`src/rtl/core/aes_pkg.sv`:
```
// shared types, constants and round functions for the aes-128 pipeline
package aes_pkg;

  localparam int unsigned NumRounds = 10;

  localparam logic OP_ENCRYPT = 1'b0;
  localparam logic OP_DECRYPT = 1'b1;

  localparam logic [3:0] REG_KEY_HIGH = 4'd0;
  localparam logic [3:0] REG_KEY_LOW  = 4'd1;

  typedef logic [127:0] block_t;
  typedef logic [127:0] rkey_t;

  // pipeline control that travels with each word
  typedef struct packed {
    logic valid;
    logic op;
  } stage_ctl_t;

  localparam logic [7:0] FWD_BOX [256] = '{
    8'h63,8'h7c,8'h77,8'h7b,8'hf2,8'h6b,8'h6f,8'hc5,8'h30,8'h01,8'h67,8'h2b,8'hfe,8'hd7,8'hab,8'h76,
    8'hca,8'h82,8'hc9,8'h7d,8'hfa,8'h59,8'h47,8'hf0,8'had,8'hd4,8'ha2,8'haf,8'h9c,8'ha4,8'h72,8'hc0,
    8'hb7,8'hfd,8'h93,8'h26,8'h36,8'h3f,8'hf7,8'hcc,8'h34,8'ha5,8'he5,8'hf1,8'h71,8'hd8,8'h31,8'h15,
    8'h04,8'hc7,8'h23,8'hc3,8'h18,8'h96,8'h05,8'h9a,8'h07,8'h12,8'h80,8'he2,8'heb,8'h27,8'hb2,8'h75,
    8'h09,8'h83,8'h2c,8'h1a,8'h1b,8'h6e,8'h5a,8'ha0,8'h52,8'h3b,8'hd6,8'hb3,8'h29,8'he3,8'h2f,8'h84,
    8'h53,8'hd1,8'h00,8'hed,8'h20,8'hfc,8'hb1,8'h5b,8'h6a,8'hcb,8'hbe,8'h39,8'h4a,8'h4c,8'h58,8'hcf,
    8'hd0,8'hef,8'haa,8'hfb,8'h43,8'h4d,8'h33,8'h85,8'h45,8'hf9,8'h02,8'h7f,8'h50,8'h3c,8'h9f,8'ha8,
    8'h51,8'ha3,8'h40,8'h8f,8'h92,8'h9d,8'h38,8'hf5,8'hbc,8'hb6,8'hda,8'h21,8'h10,8'hff,8'hf3,8'hd2,
    8'hcd,8'h0c,8'h13,8'hec,8'h5f,8'h97,8'h44,8'h17,8'hc4,8'ha7,8'h7e,8'h3d,8'h64,8'h5d,8'h19,8'h73,
    8'h60,8'h81,8'h4f,8'hdc,8'h22,8'h2a,8'h90,8'h88,8'h46,8'hee,8'hb8,8'h14,8'hde,8'h5e,8'h0b,8'hdb,
    8'he0,8'h32,8'h3a,8'h0a,8'h49,8'h06,8'h24,8'h5c,8'hc2,8'hd3,8'hac,8'h62,8'h91,8'h95,8'he4,8'h79,
    8'he7,8'hc8,8'h37,8'h6d,8'h8d,8'hd5,8'h4e,8'ha9,8'h6c,8'h56,8'hf4,8'hea,8'h65,8'h7a,8'hae,8'h08,
    8'hba,8'h78,8'h25,8'h2e,8'h1c,8'ha6,8'hb4,8'hc6,8'he8,8'hdd,8'h74,8'h1f,8'h4b,8'hbd,8'h8b,8'h8a,
    8'h70,8'h3e,8'hb5,8'h66,8'h48,8'h03,8'hf6,8'h0e,8'h61,8'h35,8'h57,8'hb9,8'h86,8'hc1,8'h1d,8'h9e,
    8'he1,8'hf8,8'h98,8'h11,8'h69,8'hd9,8'h8e,8'h94,8'h9b,8'h1e,8'h87,8'he9,8'hce,8'h55,8'h28,8'hdf,
    8'h8c,8'ha1,8'h89,8'h0d,8'hbf,8'he6,8'h42,8'h68,8'h41,8'h99,8'h2d,8'h0f,8'hb0,8'h54,8'hbb,8'h16
  };

  localparam logic [7:0] INV_BOX [256] = '{
    8'h52,8'h09,8'h6a,8'hd5,8'h30,8'h36,8'ha5,8'h38,8'hbf,8'h40,8'ha3,8'h9e,8'h81,8'hf3,8'hd7,8'hfb,
    8'h7c,8'he3,8'h39,8'h82,8'h9b,8'h2f,8'hff,8'h87,8'h34,8'h8e,8'h43,8'h44,8'hc4,8'hde,8'he9,8'hcb,
    8'h54,8'h7b,8'h94,8'h32,8'ha6,8'hc2,8'h23,8'h3d,8'hee,8'h4c,8'h95,8'h0b,8'h42,8'hfa,8'hc3,8'h4e,
    8'h08,8'h2e,8'ha1,8'h66,8'h28,8'hd9,8'h24,8'hb2,8'h76,8'h5b,8'ha2,8'h49,8'h6d,8'h8b,8'hd1,8'h25,
    8'h72,8'hf8,8'hf6,8'h64,8'h86,8'h68,8'h98,8'h16,8'hd4,8'ha4,8'h5c,8'hcc,8'h5d,8'h65,8'hb6,8'h92,
    8'h6c,8'h70,8'h48,8'h50,8'hfd,8'hed,8'hb9,8'hda,8'h5e,8'h15,8'h46,8'h57,8'ha7,8'h8d,8'h9d,8'h84,
    8'h90,8'hd8,8'hab,8'h00,8'h8c,8'hbc,8'hd3,8'h0a,8'hf7,8'he4,8'h58,8'h05,8'hb8,8'hb3,8'h45,8'h06,
    8'hd0,8'h2c,8'h1e,8'h8f,8'hca,8'h3f,8'h0f,8'h02,8'hc1,8'haf,8'hbd,8'h03,8'h01,8'h13,8'h8a,8'h6b,
    8'h3a,8'h91,8'h11,8'h41,8'h4f,8'h67,8'hdc,8'hea,8'h97,8'hf2,8'hcf,8'hce,8'hf0,8'hb4,8'he6,8'h73,
    8'h96,8'hac,8'h74,8'h22,8'he7,8'had,8'h35,8'h85,8'he2,8'hf9,8'h37,8'he8,8'h1c,8'h75,8'hdf,8'h6e,
    8'h47,8'hf1,8'h1a,8'h71,8'h1d,8'h29,8'hc5,8'h89,8'h6f,8'hb7,8'h62,8'h0e,8'haa,8'h18,8'hbe,8'h1b,
    8'hfc,8'h56,8'h3e,8'h4b,8'hc6,8'hd2,8'h79,8'h20,8'h9a,8'hdb,8'hc0,8'hfe,8'h78,8'hcd,8'h5a,8'hf4,
    8'h1f,8'hdd,8'ha8,8'h33,8'h88,8'h07,8'hc7,8'h31,8'hb1,8'h12,8'h10,8'h59,8'h27,8'h80,8'hec,8'h5f,
    8'h60,8'h51,8'h7f,8'ha9,8'h19,8'hb5,8'h4a,8'h0d,8'h2d,8'he5,8'h7a,8'h9f,8'h93,8'hc9,8'h9c,8'hef,
    8'ha0,8'he0,8'h3b,8'h4d,8'hae,8'h2a,8'hf5,8'hb0,8'hc8,8'heb,8'hbb,8'h3c,8'h83,8'h53,8'h99,8'h61,
    8'h17,8'h2b,8'h04,8'h7e,8'hba,8'h77,8'hd6,8'h26,8'he1,8'h69,8'h14,8'h63,8'h55,8'h21,8'h0c,8'h7d
  };

  localparam logic [7:0] RCON [NumRounds] = '{
    8'h01,8'h02,8'h04,8'h08,8'h10,8'h20,8'h40,8'h80,8'h1b,8'h36
  };

  // multiply by x in gf(2^8)
  function automatic logic [7:0] xtime(input logic [7:0] x);
    xtime = {x[6:0], 1'b0} ^ (x[7] ? 8'h1b : 8'h00);
  endfunction

  // byte i of the state sits at bits 127-8i
  function automatic logic [7:0] get_byte(input block_t s, input int unsigned i);
    get_byte = s[127 - 8*i -: 8];
  endfunction

  // next round key from the previous one
  function automatic rkey_t next_key(input rkey_t k, input logic [7:0] rc);
    logic [31:0] w0, w1, w2, w3, t;
    w0 = k[127:96];
    w1 = k[95:64];
    w2 = k[63:32];
    w3 = k[31:0];
    t = {FWD_BOX[w3[23:16]] ^ rc, FWD_BOX[w3[15:8]], FWD_BOX[w3[7:0]], FWD_BOX[w3[31:24]]};
    w0 = w0 ^ t;
    w1 = w1 ^ w0;
    w2 = w2 ^ w1;
    w3 = w3 ^ w2;
    next_key = {w0, w1, w2, w3};
  endfunction

  // forward sub bytes and shift rows
  function automatic block_t fwd_sub_shift(input block_t s);
    block_t t;
    t = '0;
    for (int r = 0; r < 4; r++) begin
      for (int c = 0; c < 4; c++) begin
        t[127 - 8*(r + 4*c) -: 8] = FWD_BOX[get_byte(s, r + 4*((c + r) % 4))];
      end
    end
    fwd_sub_shift = t;
  endfunction

  // inverse shift rows and inverse sub bytes
  function automatic block_t inv_shift_sub(input block_t s);
    block_t t;
    t = '0;
    for (int r = 0; r < 4; r++) begin
      for (int c = 0; c < 4; c++) begin
        t[127 - 8*(r + 4*((c + r) % 4)) -: 8] = INV_BOX[get_byte(s, r + 4*c)];
      end
    end
    inv_shift_sub = t;
  endfunction

  // forward mix columns
  function automatic block_t fwd_mix(input block_t s);
    block_t t;
    logic [7:0] a0, a1, a2, a3;
    t = '0;
    for (int c = 0; c < 4; c++) begin
      a0 = get_byte(s, 4*c);
      a1 = get_byte(s, 4*c + 1);
      a2 = get_byte(s, 4*c + 2);
      a3 = get_byte(s, 4*c + 3);
      t[127 - 32*c -: 8] = xtime(a0) ^ xtime(a1) ^ a1 ^ a2 ^ a3;
      t[119 - 32*c -: 8] = a0 ^ xtime(a1) ^ xtime(a2) ^ a2 ^ a3;
      t[111 - 32*c -: 8] = a0 ^ a1 ^ xtime(a2) ^ xtime(a3) ^ a3;
      t[103 - 32*c -: 8] = xtime(a0) ^ a0 ^ a1 ^ a2 ^ xtime(a3);
    end
    fwd_mix = t;
  endfunction

  // inverse mix columns as a pre-step then forward mix
  function automatic block_t inv_mix(input block_t s);
    block_t t;
    logic [7:0] a0, a1, a2, a3, u, v;
    t = '0;
    for (int c = 0; c < 4; c++) begin
      a0 = get_byte(s, 4*c);
      a1 = get_byte(s, 4*c + 1);
      a2 = get_byte(s, 4*c + 2);
      a3 = get_byte(s, 4*c + 3);
      u = xtime(xtime(a0 ^ a2));
      v = xtime(xtime(a1 ^ a3));
      t[127 - 32*c -: 8] = a0 ^ u;
      t[119 - 32*c -: 8] = a1 ^ v;
      t[111 - 32*c -: 8] = a2 ^ u;
      t[103 - 32*c -: 8] = a3 ^ v;
    end
    inv_mix = fwd_mix(t);
  endfunction

endpackage

```
`src/rtl/core/aes_key_sched.sv`:
```
// round key schedule held in registers, recomputed one key per cycle while cfg_write is low after reset or a key write
module aes_key_sched (
  input  logic          clk,
  input  logic          rst,
  input  logic          cfg_write,
  input  logic [3:0]    cfg_index,
  input  logic [63:0]   cfg_data,
  output aes_pkg::rkey_t round_keys [aes_pkg::NumRounds + 1],
  output logic          keys_ready
);
  import aes_pkg::*;

  localparam int unsigned CntW = $clog2(NumRounds + 1);

  logic [63:0] key_high;
  logic [63:0] key_low;
  rkey_t       keys [NumRounds + 1];
  logic [CntW-1:0] fill;

  // key registers and incremental expansion, one round key per cycle while cfg_write is low
  always_ff @(posedge clk) begin
    if (rst) begin
      key_high <= '0;
      key_low  <= '0;
      fill     <= '0;
    end else if (cfg_write) begin
      unique case (cfg_index)
        REG_KEY_HIGH: begin
          key_high <= cfg_data;
          fill     <= '0;
        end
        REG_KEY_LOW: begin
          key_low <= cfg_data;
          fill    <= '0;
        end
        default: ;
      endcase
    end else if (fill == '0) begin
      keys[0] <= {key_high, key_low};
      fill    <= CntW'(1);
    end else if (fill <= CntW'(NumRounds)) begin
      keys[fill] <= next_key(keys[fill - CntW'(1)], RCON[fill - CntW'(1)]);
      fill       <= fill + CntW'(1);
    end
  end

  assign round_keys = keys;
  assign keys_ready = (fill == CntW'(NumRounds + 1));

`ifndef SYNTHESIS
  a_fill_range: assert property (@(posedge clk) disable iff (rst)
    fill <= CntW'(NumRounds + 1))
    else $error("key fill count out of range");
  a_write_restarts: assert property (@(posedge clk) disable iff (rst)
    (cfg_write && (cfg_index == REG_KEY_HIGH || cfg_index == REG_KEY_LOW)) |=> !keys_ready)
    else $error("key write did not restart expansion");
  a_first_key: assert property (@(posedge clk) disable iff (rst)
    (keys_ready && !$past(cfg_write)) |-> keys[0] == {key_high, key_low})
    else $error("first round key differs from key");
`endif
endmodule

```
`config.mk`:
```
export PLATFORM = sky130hd
export DESIGN_NAME = aes_key_sched
export DESIGN_NICKNAME = d
export VERILOG_FILES = /design/src/rtl/core/aes_pkg.sv /design/src/rtl/core/aes_key_sched.sv
export SDC_FILE = /design/constraint.sdc
export NUM_CORES = 2
export LEC_CHECK = 0
export BUFFER_PORTS_ARGS = -buffer_cell sky130_fd_sc_hd__buf_4
export CORE_AREA = 2 2 568 570
export DETAILED_ROUTE_END_ITERATION = 16
export DIE_AREA = 0 0 570 572
export SETUP_SLACK_MARGIN = 0.15
export SYNTH_ARGS = -nofsm -noshare
export SYNTH_HDL_FRONTEND = slang
export SYNTH_SLANG_ARGS = --single-unit
```
`constraint.sdc`:
```
create_clock -name clk -period 12.6 [get_ports clk]
set_input_delay 2.52 -clock clk [delete_from_list [all_inputs] [get_ports clk]]
set_output_delay 2.52 -clock clk [all_outputs]
set_load 0.02 [all_outputs]
```
# Yosys cells after proc, flatten, opt, wreduce, memory -nomap -nowiden

Memories as Yosys holds them, arrays and structs flattened.
Index checks and enable logic that the tools add are counted.

Register bits after elaboration: 1540
ROM bits: 8320
Input bits: 71
Output and inout bits: 1409
Word-level logic and storage cells: 79
Memories kept: 5

Memories:

| name             | depth | width | read ports | clocked after Yosys merged registers in | wr ports | line                | RTL |
|---|---|---|---|---|---|---|---|
| (name not given) | 256   | 8     | 1          | 0                                       | 0        | aes_pkg.sv:80       | `t = {FWD_BOX[w3[23:16]] ^ rc, FWD_BOX[w3[15:8]], FWD_BOX[w3[7:0]], FWD_BOX[w3[31:24]]};` |
| (name not given) | 256   | 8     | 1          | 0                                       | 0        | aes_pkg.sv:80       |  |
| (name not given) | 256   | 8     | 1          | 0                                       | 0        | aes_pkg.sv:80       |  |
| (name not given) | 256   | 8     | 1          | 0                                       | 0        | aes_pkg.sv:80       |  |
| (name not given) | 16    | 8     | 1          | 0                                       | 0        | aes_key_sched.sv:42 | `keys[fill] <= next_key(keys[fill - CntW'(1)], RCON[fill - CntW'(1)]);` |

$add $sub $neg: 2
Order comparisons: 8
Equality and inequality tests: 3
Mux-type cells: 22
Bitwise logic cells: 14
Reductions and logical operators: 11

Operators by type and width:

| kind                | number |
|---|---|
| $bwmux 1408         | 1 |
| $mux 1408           | 1 |
| $bmux 128 s4        | 1 |
| $demux 128 s4       | 1 |
| $mux 128            | 4 |
| $xor 32x32->32      | 4 |
| $mux 8              | 10 |
| $ge 9x9->1 const B  | 4 |
| $not 8->9           | 4 |
| $mux 4              | 4 |
| $ge 5x5->1 const B  | 2 |
| $not 4->5           | 2 |
| $logic_not 4->1     | 2 |
| $xor 8x8->8         | 1 |
| $reduce_and 2->1    | 3 |
| $lt 5x1->1 const B  | 1 |
| $add 4x1->4 const B | 1 |
| $eq 4x1->1 const B  | 1 |
| $eq 4x4->1 const B  | 1 |
| $le 4x4->1 const B  | 1 |
| $reduce_and 4->1    | 1 |
| $sub 4x1->4 const B | 1 |
| $not 1->1           | 3 |
| $reduce_and 3->1    | 1 |
| 5 further kinds     | 5 |

# Logic depth before layout (Yosys ltp)

Depth after elaboration: 17
Depth in mapped cells: 33
Depth with buffers taken out: 19

# Worst setup path before layout

Ideal clock, no wire load.

Path kind: input -> register
Start: input cfg_write
End: register keys, in the netlist round_keys[1280] (enable)
Setup time: 0.617 ns
Arrival: 8.332 ns
Required time: 11.983 ns
Slack: 3.652 ns
Stages on the path: 3
Path buffers: 1
Cells stage by stage: clkbuf_1 > or2_2 > nor2_1

Cells in the longest elaborated chain, start to end: 2

RTL lines:

| element                           | line                | RTL |
|---|---|---|
| from (decl)                       | aes_key_sched.sv:5  | `input logic cfg_write,` |
| $not 1->1 (no source line)        | --                  |  |
| $reduce_and 3->1 (no source line) | --                  |  |
| to (signal, indexed assignment)   | aes_key_sched.sv:42 |  |
| to (decl)                         | aes_key_sched.sv:17 | `rkey_t keys [NumRounds + 1];` |

Every way passes these cells.
A chain may end at the register's enable or synchronous reset.

# Final worst setup path

Start: register fill[0]
End: register keys, in the netlist round_keys[661], data pin

Cells in the longest elaborated chain, start to end: 14
Elaborated cells on any way between the ends: 20
Those cells by class: add/sub: 1; order compare: 2; mux: 8; bitwise: 7; reduce/logical: 1; memory: 1

RTL lines:

| element                                     | line                | RTL |
|---|---|---|
| from (decl)                                 | aes_key_sched.sv:18 | `logic [CntW-1:0] fill;` |
| from (signal assigned)                      | aes_key_sched.sv:40 | `fill <= CntW'(1);` |
| from (signal assigned)                      | aes_key_sched.sv:43 | `fill <= fill + CntW'(1);` |
| $sub 4x1->4                                 | aes_key_sched.sv:42 |  |
| $not 4->5 (not written as such)             | aes_key_sched.sv:42 |  |
| $bmux 128 s4                                | aes_key_sched.sv:42 |  |
| $mux 128 (not written as such) (2 in a row) | aes_key_sched.sv:42 |  |
| $not 8->9 (not written as such)             | aes_pkg.sv:80       |  |
| $mem_v2 256x8                               | --                  |  |
| $mux 8 (not written as such) (2 in a row)   | aes_pkg.sv:80       |  |
| $xor 32x32->32                              | aes_pkg.sv:81       | `w0 = w0 ^ t;` |
| $xor 32x32->32                              | aes_pkg.sv:82       | `w1 = w1 ^ w0;` |
| $xor 32x32->32                              | aes_pkg.sv:83       | `w2 = w2 ^ w1;` |
| $xor 32x32->32                              | aes_pkg.sv:84       | `w3 = w3 ^ w2;` |
| $bwmux 1408 (*)                             | aes_key_sched.sv:42 |  |

Mark *: on every way between the ends. The rest lies on a longest branch, timed or not. The select of a mux whose other input is x is not followed.

==> flow_summary.rst <==
.. list-table::
   :header-rows: 1

   * - Metric
     - Value
   * - Synth Register Bits
     - 1540
   * - Num ports
     - 1480
   * - Initial Utilization
     - 0.234
   * - Net count of the finished layout
     - 7225
   * - WP buf/inv
     - 7
   * - Placement-stage worst setup slack
     - 2.73 ns
   * - Slowest cell on crit path
     - sky130_fd_sc_hd__o32ai_2
   * - Clk sink count
     - 1540
   * - Clock buffer depth
     - 4
   * - Portion of the clock cycle consumed by the worst path in the final layout
     - 0.788
   * - Delay of the slowest critical-path stage
     - 1.09 ns
   * - Worst hold path class
     - reg -> reg
   * - Die area
     - 326000 sq um
   * - Gate power share
     - 0.378
   * - Unrepaired setup endpoints after global routing
     - false
   * - Top delay family on crit path
     - buffers and inverters
   * - Most common cell after layout, fill and taps aside
     - sky130_fd_sc_hd__buf_4
   * - Ys async rst share
     - 0
   * - Area share of fa/ha/maj cells after synthesis
     - 0.0107
   * - Sequential area share after synthesis
     - 0.600
   * - Placeable core region
     - 320000 sq um
   * - Hold Violations, Final
     - 0
   * - Detailed Route WL
     - 523000 um
   * - Worst VDD drop
     - 0.000135 V
   * - Share of post-route cells with drive strength above 1
     - 0.347
   * - Number of DRC violations after detailed-routing iteration 0
     - 9569
   * - Chain of cells forming the critical path
     - inv_6, ha_4, buf_4, buf_12, mux4_2, and4_1, a211oi_4, buf_12, inv_2, buf_4, nand2_1, o221ai_1, o21ai_0, nor4_1, o32ai_2, xnor2_2, buf_4, xnor2_2, xnor3_1
   * - Synth unique cells
     - 112
   * - Reported net switching power
     - 8300 uW
   * - Clock Root Buffer
     - sky130_fd_sc_hd__clkbuf_16
   * - Number of CTS-inserted buffers
     - 179
   * - Detailed-route via count
     - 65.9k
   * - Worst setup path startpoint
     - fill[0]$_SDFFE_PP0P_
   * - Count of maximum capacitance violations
     - 0
   * - Standby leakage power
     - 0.0341 uW
   * - Area taken by multi-input logic gates
     - 28000 sq um
   * - Maximum number of pins on one net before global-route repair
     - 129
   * - Number of iterations in the first detailed-routing pass
     - 6
   * - Total grt overflow
     - 0
   * - Nature of the critical path endpoint
     - flip-flop
   * - Power Density
     - 206 nW/um^2
   * - First-pass GRT wire length
     - 664000 um
   * - Required time of the critical path
     - 13.08 ns
   * - DRT antenna net count
     - 0
   * - Clock-pin slew on the worst setup and hold paths
     - 0.06 ns
   * - Buffer count from post-CTS setup fixing
     - 0
   * - Number of synthesized flops with an enable pin
     - 1408
   * - Routed wire length per instance
     - 45.5 um
   * - H-tree levels
     - 4
   * - Area growth syn-to-layout
     - 30.2%
   * - Post-synthesis share of cell area spent on xor and xnor gates
     - 0.0264
   * - Die Y
     - 572 um
   * - Total track usage
     - 0.308
   * - Via count of the first global-routing pass
     - 61.7k
   * - Post-layout instance count excluding filler cells
     - 11.5k
   * - Avg Cell Area, Syn
     - 13.2 sq um
   * - Endpoints failing setup
     - 0
   * - Post-CTS Resized
     - 0
   * - Critical Path Most Common Cell
     - sky130_fd_sc_hd__buf_4
   * - Placed instance count
     - 11.1k
   * - Post-route core utilization
     - 0.305
   * - Worst rel slew slack
     - -0.0617
   * - R2r setup slk
     - 2.67 ns
   * - Fraction of the mapped netlist area in compound gates
     - 0.142
   * - Count of warnings emitted by yosys
     - 0
   * - Biggest fanout along the worst timing path
     - 102
   * - Number of fill cells
     - 32.3k
   * - Last weighted congestion value of the routability-driven placer
     - 0.953
   * - Via-to-Cell Ratio
     - 5.73
   * - CP Launch Type
     - flip-flop
   * - Cell area after placement
     - 91600 sq um
   * - Switching Share
     - 0.413
   * - Hold buffers post-CTS
     - 0
   * - Post-Synth Simple-Gate Area
     - 0.0857
   * - Fmax
     - 0.101 GHz
   * - Total negative slack
     - 0 ns
   * - Logic depth of the worst setup path including buffers
     - 19
   * - Clock network fraction of design power
     - 0.267
   * - Final critical delay including setup and external delays
     - 9.93 ns
   * - Fraction of power consumed by sequential logic
     - 0.356
   * - Violated checks
     - slew limit
   * - Synth Cell Area
     - 74900 sq um
   * - Crit Path Category
     - reg -> reg
   * - Result of the run
     - finished with violations
   * - CTS tree
     - built
   * - Storage element area
     - 44900 sq um
   * - Worst slew pin tran
     - 1.59 ns
   * - Share of the synthesized area in the top cell type
     - 0.564
   * - Setup WS post-layout
     - 2.67 ns
   * - Final Instance Area
     - 97500 sq um
   * - R2r startpoint
     - fill[0]$_SDFFE_PP0P_
   * - Setup clock skew after layout
     - 0.106 ns
   * - DRC
     - 0
   * - Source-to-sink clock delay at the later pin of the worst-skew pair
     - 0.93 ns
   * - Post-Syn Instances
     - 5688
   * - Multiplexer share of the synthesized area
     - 0.0975
   * - Commonest non-fill, non-tap cells in the layout
     - sky130_fd_sc_hd__buf_4, sky130_fd_sc_hd__edfxtp_1, sky130_fd_sc_hd__nand2_1, sky130_fd_sc_hd__a21oi_1, sky130_fd_sc_hd__o21ai_0
   * - R2r worst-path depth
     - 19
   * - Worst reg2reg endpoint
     - round_keys[661]$_DFFE_PP_
   * - Width of the die
     - 570 um
   * - Half-perimeter wire length after detailed placement
     - 398000 um
   * - Input/output buffers
     - 1479
   * - Library cell occupying the most area in the post-synthesis netlist
     - sky130_fd_sc_hd__edfxtp_1
   * - Initial antenna violation count
     - 67
   * - Most instantiated flip-flop cell in the synthesis netlist
     - sky130_fd_sc_hd__edfxtp_1
   * - WP data arrival
     - 10.41 ns
   * - Most area-consuming cells after synthesis
     - sky130_fd_sc_hd__edfxtp_1, sky130_fd_sc_hd__mux4_2, sky130_fd_sc_hd__dfxtp_1
   * - Number of placement rows
     - 208
   * - Cell internal power dissipation
     - 11800 uW
   * - Main combinational cell family by area after synthesis
     - compound AO/OA/AOI/OAI gates
   * - Post-synthesis net count
     - 5822
   * - CP endpoint
     - round_keys[661]$_DFFE_PP_
   * - Number of slew-limit violations in the final report
     - 2
[tightest hold or removal path: stages (launching register included)]
cell	delay (ns)
sky130_fd_sc_hd__dfxtp_1	0.30
sky130_fd_sc_hd__nand2_1	0.05
sky130_fd_sc_hd__a21oi_1	0.05
[metrics by stage]
stage                     hold WS, ns  power, uW
final                           0.451      20100
after global routing            0.461      20600
after CTS                       0.451      20100
after detailed placement        0.443      14700
after global placement          0.441      14700
after floorplan                 0.432      10500
[synthesized netlist by cell type (12+ instances only)]
cell / count
sky130_fd_sc_hd__edfxtp_1: 1408
sky130_fd_sc_hd__nand2_1: 588
sky130_fd_sc_hd__a21oi_1: 330
sky130_fd_sc_hd__o21ai_0: 276
sky130_fd_sc_hd__mux4_2: 256
sky130_fd_sc_hd__nor2_1: 240
sky130_fd_sc_hd__clkbuf_1: 217
sky130_fd_sc_hd__buf_2: 179
sky130_fd_sc_hd__and3_1: 149
sky130_fd_sc_hd__nand3_1: 149
sky130_fd_sc_hd__dfxtp_1: 132
sky130_fd_sc_hd__o211ai_1: 129
sky130_fd_sc_hd__nor3_1: 124
sky130_fd_sc_hd__xnor2_1: 107
sky130_fd_sc_hd__a31oi_1: 95
sky130_fd_sc_hd__a211oi_1: 78
sky130_fd_sc_hd__mux2i_1: 76
sky130_fd_sc_hd__a221oi_1: 75
sky130_fd_sc_hd__mux2_2: 69
sky130_fd_sc_hd__buf_4: 64
sky130_fd_sc_hd__ha_1: 63
sky130_fd_sc_hd__inv_1: 54
sky130_fd_sc_hd__xor2_1: 52
sky130_fd_sc_hd__a311oi_1: 46
sky130_fd_sc_hd__o31ai_1: 45
sky130_fd_sc_hd__nand4_1: 41
sky130_fd_sc_hd__buf_1: 35
sky130_fd_sc_hd__o311ai_0: 34
sky130_fd_sc_hd__a2111oi_0: 31
sky130_fd_sc_hd__o22ai_1: 30
sky130_fd_sc_hd__o2111ai_1: 28
sky130_fd_sc_hd__o221ai_1: 27
sky130_fd_sc_hd__xnor2_2: 26
sky130_fd_sc_hd__a32oi_1: 22
sky130_fd_sc_hd__a22oi_1: 21
sky130_fd_sc_hd__and2_1: 20
sky130_fd_sc_hd__buf_6: 20
sky130_fd_sc_hd__nor4_1: 17
sky130_fd_sc_hd__o31a_1: 15
sky130_fd_sc_hd__a311o_1: 14
sky130_fd_sc_hd__and4_1: 14
sky130_fd_sc_hd__o311a_1: 14
sky130_fd_sc_hd__a211o_1: 13
sky130_fd_sc_hd__a21o_1: 12
[cells by family (layout without fill, tap and decap cells)]
kind of cell / Yosys count / count (layout)
AND/OR/NAND/NOR: 1396 / 1396
buffers and inverters: 578 / 2124
other: 0 / 64
flip-flops: 1540 / 1540
multiplexers: 401 / 401
adder cells (fa/ha/maj): 64 / 64
XOR/XNOR: 193 / 193
AO/OA/AOI/OAI: 1516 / 1516
[worst min-delay path by stage]
stage | cells after the start | endpoint | from | slack (ns)
after global routing | 2 | key_low[20]$_SDFFE_PP0P_ | key_low[20]$_SDFFE_PP0P_ | 0.46
after CTS | 2 | key_low[49]$_SDFFE_PP0P_ | key_low[49]$_SDFFE_PP0P_ | 0.45
final | 2 | key_low[49]$_SDFFE_PP0P_ | key_low[49]$_SDFFE_PP0P_ | 0.45
after global placement | 2 | key_high[58]$_SDFFE_PP0P_ | key_high[58]$_SDFFE_PP0P_ | 0.44
after detailed placement | 2 | key_low[49]$_SDFFE_PP0P_ | key_low[49]$_SDFFE_PP0P_ | 0.44
after floorplan | 2 | key_high[0]$_SDFFE_PP0P_ | key_high[0]$_SDFFE_PP0P_ | 0.43
[layout make-up]
| type | count | share of cell area |
|---|---|---|
| antenna | 64 | 0.00164 |
| clock inverter | 105 | 0.0115 |
| inverter | 60 | 0.00241 |
| multi-input combinational | 3570 | 0.287 |
| timing repair buffer | 1740 | 0.135 |
| tap | 4200 | 0.0539 |
| clock buffer | 219 | 0.0479 |
| sequential | 1540 | 0.461 |
[routing by layer]
metal	vias to the layer above	part of all wire	GRT usage
li1	25480	-	-
met1	34828	0.38	0.379
met2	4741	0.44	0.476
met3	867	0.11	0.102
met4	20	0.065	0.164
met5	-	0.00042	0.00250
[sequential cells by signal (all words and copies together), names as in the netlist]
signal	cells
key_low	64
round_keys	1408
key_high	64
fill	4
[power by group through the flow]
stage / clock network [uW] / registers, uW / logic (uW)
after floorplan: 0 / 7230 / 3300
after global placement: 0 / 7260 / 7450
after detailed placement: 0 / 7260 / 7490
after CTS: 5410 / 7150 / 7530
after global routing: 5590 / 7150 / 7830
final: 5360 / 7150 / 7590
Note: power is estimated with default switching activity, not from simulation.
